[src/rtl/core/mpfd_pkg.sv]
// Shared types and constants of the page framebuffer draw unit.
`timescale 1ns / 1ps

package mpfd_pkg;

  typedef enum logic [2:0] {
    MODE_PIXEL = 3'd0,
    MODE_HLINE = 3'd1,
    MODE_VLINE = 3'd2,
    MODE_RING  = 3'd3,
    MODE_DISC  = 3'd4,
    MODE_CLEAR = 3'd5,
    MODE_READ  = 3'd6,
    MODE_TAKE  = 3'd7
  } mode_t;

  typedef enum logic [1:0] {
    COL_BLACK  = 2'd0,
    COL_WHITE  = 2'd1,
    COL_INVERT = 2'd2,
    COL_KEEP   = 2'd3
  } colour_t;

  localparam logic [7:0] WIN_NONE_LO = 8'hFF;
  localparam logic [7:0] WIN_NONE_HI = 8'h00;

  // Command as classified by the front end.
  typedef struct packed {
    mode_t             mode;
    logic signed [7:0] pos_x;
    logic signed [7:0] pos_y;
    logic [7:0]        extent;
    colour_t           colour;
    logic              on_panel;
  } cmd_t;

  typedef struct packed {
    logic [7:0] read_data;
    logic [7:0] win_left;
    logic [7:0] win_right;
    logic [7:0] win_top;
    logic [7:0] win_bottom;
    logic       win_empty;
  } result_t;

  // Visible row count: 64 or 32, capped by the page count.
  function automatic logic [7:0] panel_rows(input logic tall, input int max_pages);
    int r;
    r = tall ? 64 : 32;
    if (r > max_pages * 8) r = max_pages * 8;
    return 8'(r);
  endfunction

endpackage

[src/rtl/core/mpfd_front.sv]
// Front end: takes command words, checks the start point, queues them.
`timescale 1ns / 1ps

module mpfd_front #(
  parameter int COLUMNS   = 128,
  parameter int MAX_PAGES = 8
) (
  input  logic           clk,
  input  logic           rst,
  input  logic           s_tvalid,
  output logic           s_tready,
  input  logic [31:0]    s_tdata,
  input  logic [2:0]     s_tuser,
  input  logic           tall_panel,
  input  logic           init_busy,
  output logic           cmd_valid,
  input  logic           cmd_ready,
  output mpfd_pkg::cmd_t cmd
);
  import mpfd_pkg::*;

  cmd_t       q [2];
  logic       wr_ptr;
  logic       rd_ptr;
  logic [1:0] count;
  cmd_t       in_cmd;
  logic [7:0] rows;
  logic       push;
  logic       pop;

  assign rows = panel_rows(tall_panel, MAX_PAGES);

  always_comb begin
    in_cmd.mode   = mode_t'(s_tuser);
    in_cmd.pos_x  = s_tdata[7:0];
    in_cmd.pos_y  = s_tdata[15:8];
    in_cmd.extent = s_tdata[23:16];
    in_cmd.colour = colour_t'(s_tdata[25:24]);
    in_cmd.on_panel = !s_tdata[7] && ({1'b0, s_tdata[7:0]} < 9'(COLUMNS)) &&
                      !s_tdata[15] && (s_tdata[15:8] < rows);
  end

  assign s_tready  = (count != 2'd2) && !init_busy;
  assign push      = s_tvalid && s_tready;
  assign cmd_valid = (count != 2'd0);
  assign pop       = cmd_valid && cmd_ready;
  assign cmd       = q[rd_ptr];

  always_ff @(posedge clk) begin
    if (push) q[wr_ptr] <= in_cmd;
  end

  always_ff @(posedge clk) begin
    if (rst) begin
      wr_ptr <= 1'b0;
      rd_ptr <= 1'b0;
      count  <= 2'd0;
    end else begin
      if (push) wr_ptr <= !wr_ptr;
      if (pop) rd_ptr <= !rd_ptr;
      if (push && !pop) count <= count + 2'd1;
      else if (pop && !push) count <= count - 2'd1;
    end
  end

endmodule

[config.mk]
export PLATFORM = sky130hd
export DESIGN_NAME = mpfd_front
export DESIGN_NICKNAME = d
export VERILOG_FILES = /design/src/rtl/core/mpfd_pkg.sv /design/src/rtl/core/mpfd_front.sv
export SDC_FILE = /design/constraint.sdc
export NUM_CORES = 1
export LEC_CHECK = 0
export BUFFER_PORTS_ARGS = -buffer_cell sky130_fd_sc_hd__clkbuf_2
export CAP_MARGIN = 15
export CORE_ASPECT_RATIO = 0.75
export CORE_MARGIN = 5
export CORE_UTILIZATION = 50
export CTS_CLUSTER_DIAMETER = 120
export CTS_CLUSTER_SIZE = 28
export DETAILED_ROUTE_END_ITERATION = 10
export PLACE_DENSITY_LB_ADDON = 0.2
export RECOVER_POWER = 100
export SKIP_LAST_GASP = 1
export SYNTH_ARGS = -nofsm -noshare
export SYNTH_HDL_FRONTEND = slang
export SYNTH_SLANG_ARGS = --single-unit
[constraint.sdc]
create_clock -name clk -period 3.2 [get_ports clk]
set_input_delay 0.48 -clock clk [delete_from_list [all_inputs] [get_ports clk]]
set_output_delay 0.48 -clock clk [all_outputs]
set_load 0.05 [all_outputs]
Word-level counts from Yosys, hierarchy flattened

Memory sizes are Yosys's and may differ from the RTL's. A register that Yosys moved wholly into a read port is not among the register bits.
Cells that the tools add are included.

Flip-flop bits (word level): 4
Memories kept: 1
Bits in writable memories: 60
Output and inout port bits: 32
Bits of input ports: 41
Logic and storage cells: 35

Memory list:

| memory | depth | width | read ports | clocked after Yosys merged registers in | write ports | RTL line         | RTL |
|---|---|---|---|---|---|---|---|
| q      | 2     | 30    | 1          | 1                                       | 1           | mpfd_front.sv:22 | `cmd_t q [2];` |

Reductions and logical operators: 17
$add $sub $neg: 2
$lt $le $gt $ge: 3
Mux-type cells: 8
Eq/ne operators: 1

Operators by type and width:

| cell                  | number |
|---|---|
| $mux W7               | 2 |
| $logic_and A1 B1 Y1   | 8 |
| $lt A8 B8 Y1          | 1 |
| $lt A8 B8 Y1 const B  | 1 |
| $gt A7 B7 Y1 const B  | 1 |
| $logic_not A1 Y1      | 7 |
| $mux W1               | 4 |
| $mux W2               | 2 |
| $reduce_bool A2 Y1    | 2 |
| $add A2 B1 Y2 const B | 1 |
| $ne A2 B2 Y1 const B  | 1 |
| $sub A2 B1 Y2 const B | 1 |

Logic depth before layout (Yosys ltp)

Word-level depth: 7
Gate-level depth with buffers: 6

Least setup slack after synthesis

Ideal clock, no wire load.

Path kind: input port to flip-flop
Start: in init_busy
End: mem q[0][0] in the netlist's numbering, enable pin
Data required time: 2,780 ps
Path buffers: 0
Slack: 670 ps
Arrival: 2,110 ps
Stages: 2
Path through: nor3b_4 nor2b_1

Word-level cells in the longest chain between the ends: 5

Ends and longest elaborated chain:

| element                       | RTL line         | RTL |
|---|---|---|
| start, declared               | mpfd_front.sv:15 | `input logic init_busy,` |
| $logic_not A1 Y1              | mpfd_front.sv:43 | `assign s_tready = (count != 2'd2) && !init_busy;` |
| $logic_and A1 B1 Y1           | mpfd_front.sv:43 |  |
| $logic_and A1 B1 Y1           | mpfd_front.sv:44 | `assign push = s_tvalid && s_tready;` |
| $mux W1                       | mpfd_front.sv:50 | `if (push) q[wr_ptr] <= in_cmd;` |
| $mux W1 (not written as such) | mpfd_front.sv:50 |  |
| end, declared                 | mpfd_front.sv:22 |  |

Every way passes these cells.

==> impl_metrics.toml <==
[clocking]
post_cts_buffers = 0
h-tree-depth = 3
clock_sinks = 65
clk_pin_slew_worst_paths_ps = 60
clk_latency_ps = 330
cts_tree = "done"
clock_path_buffers = 2
cts_resized = 0
ctsHoldBuffers = 0
cts_buffers = 9
clock-root-buffer = "clkbuf_8"

[yosys]
async_reset_ff_share_pct = 0
ys_ff_latch = 65
ys_seq_area_share_pct = 78.35
yosys_warnings = 0
syn_avg_cell_area_um2 = 19.90
syn-cell-area_um2 = 2427
ys.flop_type = "edfxtp_1"
syn-num-nets = 165
synth-edff-count = 60
synthDistinctLibCells = 18
netlist_instances = 122

[worst_setup_path]
end_kind = "output port"
critPathLaunchType = "flop"
reg2reg_from = "count[0]$_SDFFE_PP0P_"
worstPathArrival_ps = 2210
required_ps = 2720
path_max_fanout = 19
critPathKind = "reg -> out"
worst_r2r_path_depth = 4

[timing]
maxClockFrequency_mhz = 371.3
final-hold-violation-count = 0
tightest_slew_ps = 775.7
min_period_ps = 2693
maxSlewViolCount = 0
rsz0062_at_grt = "false"
finalClockSkew_ps = 3.075
slew_headroom_pct = 48.26
period_share_pct = 84.17
tns_ps = 0
setup_viol = 0

[placement]
place_hpwl_um = 2803
io_buffer_count = 66
routabilityCongestion = 0.6523

[routing]
post-route-drc-count = 0
drtIter0Drc = 87
postRouteAntennaNets = 0
drt_pass1_iterations = 4
vias_per_cell = 4.875
wl_um = 3973
vias = 1282
wl_per_cell_um = 15.11

[floorplanning]
ioPinCount = 73
start_util_pct = 50.68
core_um2 = 4790
rows = 22
dieWidth_um = 90.46
die_y_um = 70.34
fp.dieArea_um2 = 6363

[cells_and_area]
num_antenna_cells = 0
fin_util_pct = 60.63
nets = 242
area_delta_synth_final_pct = 19.64
layout.filler_cells = 405
drive_gt1_share_pct = 29.06

[global_routing]
first_global_vias = 1377
grt_use_total_pct = 13.67
antenna_found_initial = 0
grt_max_degree = 20
grt_overflow = 0
grt_pass1_wl_um = 6568

[worst_hold_path]
min_from = "s_tdata[22]"
holdPathStages = 1
hp-class = "in -> reg"

[run]
maxCapViolations = 0

[power_and_ir_drop]
leakage_uw = 0.0009840
ir_drop_v = 0.0004753
power_density_nw_per_um2 = 840.4

[outcome]
status = "finished, final reports clean"
==> flip-flops by register name (all words and copies together) (netlist names), named ones only <==
register,flops
count,2
wr_ptr,1
rd_ptr,1
q,60
==> stage by stage <==
stage	cells	hold WS, ps	worst slack (ps)	instance area, µm²	total power [µW]
2_1_floorplan	122	465.3	669.8	2427	1799
3_3_place_gp	248	482.7	1081	2843	1969
3_5_place_dp	248	502.1	980.1	2843	1989
4_1_cts	263	317.7	696.0	2993	2524
5_1_grt	263	317.3	344.5	2904	2563
6_report	263	335.9	506.6	2904	2440
==> power breakdown <==
group | internal [µW] | leakage (µW) | switching (µW)
clock network | 263 | 0.0000811 | 264
logic | 223 | 0.000311 | 620
registers | 1020 | 0.000591 | 49.7
total | 1510 | 0.000984 | 934
==> critical path, stage by stage (launching register included) <==
cell      delay (ps)
dfxtp_1          640
clkbuf_2         500
mux2_2           250
clkbuf_1         480
==> synth_stat cells, types with 2 or more instances <==
library cell  number  area [µm²]
edfxtp_1          60        1802
mux2_2            30       337.8
dfxtp_1            5       100.1
nor2_1             5       18.77
buf_2              3       15.01
o21ai_0            3       15.01
xor2_1             3       26.28
ha_1               2       25.02
nor2b_1            2       12.51
==> cell type report <==
cell class	instances	area, µm²	area share, %
clock buffer	9	123.9	4.265
multi-input combinational	53	495.5	17.06
tap	60	75.07	2.585
inverter	1	3.754	0.1293
timing repair buffer	69	277.8	9.565
clock inverter	6	26.28	0.9048
sequential	65	1902	65.49
==> per-layer routing <==
layer / global-route usage [%] / part of all wire, %
met4: 4.463 / 1.2
met2: 23.46 / 53
met1: 14.19 / 38
met3: 7.643 / 8.0
met5: 0 / 0
==> final timing paths <==
path,to,slack (ps)
setup / recovery,cmd[26],510
hold / removal,q[0][9]$_DFFE_PP_,340
setup reg to reg,q[1][23]$_DFFE_PP_,640
hold reg to reg,rd_ptr$_SDFFE_PP0P_,510
==> layout by cell type (no fill, tap or decap), types with 5 or more instances in the layout <==
cell type	instances
edfxtp_1	60
clkbuf_1	54
mux2_2	30
clkbuf_2	15
clkbuf_8	9
nor2_1	5
dfxtp_1	5
==> cell families after synthesis <==
group,synth area share [%]
buffers and inverters,0.7729
xor gates and xnor gates,1.083
and+or+nand+nor,3.557
adders and majority gates,1.031
DFF,78.35
AOI/OAI and AO/OA,0.8244
muxes,14.38
No activity file was read; power rests on OpenSTA's default activity.
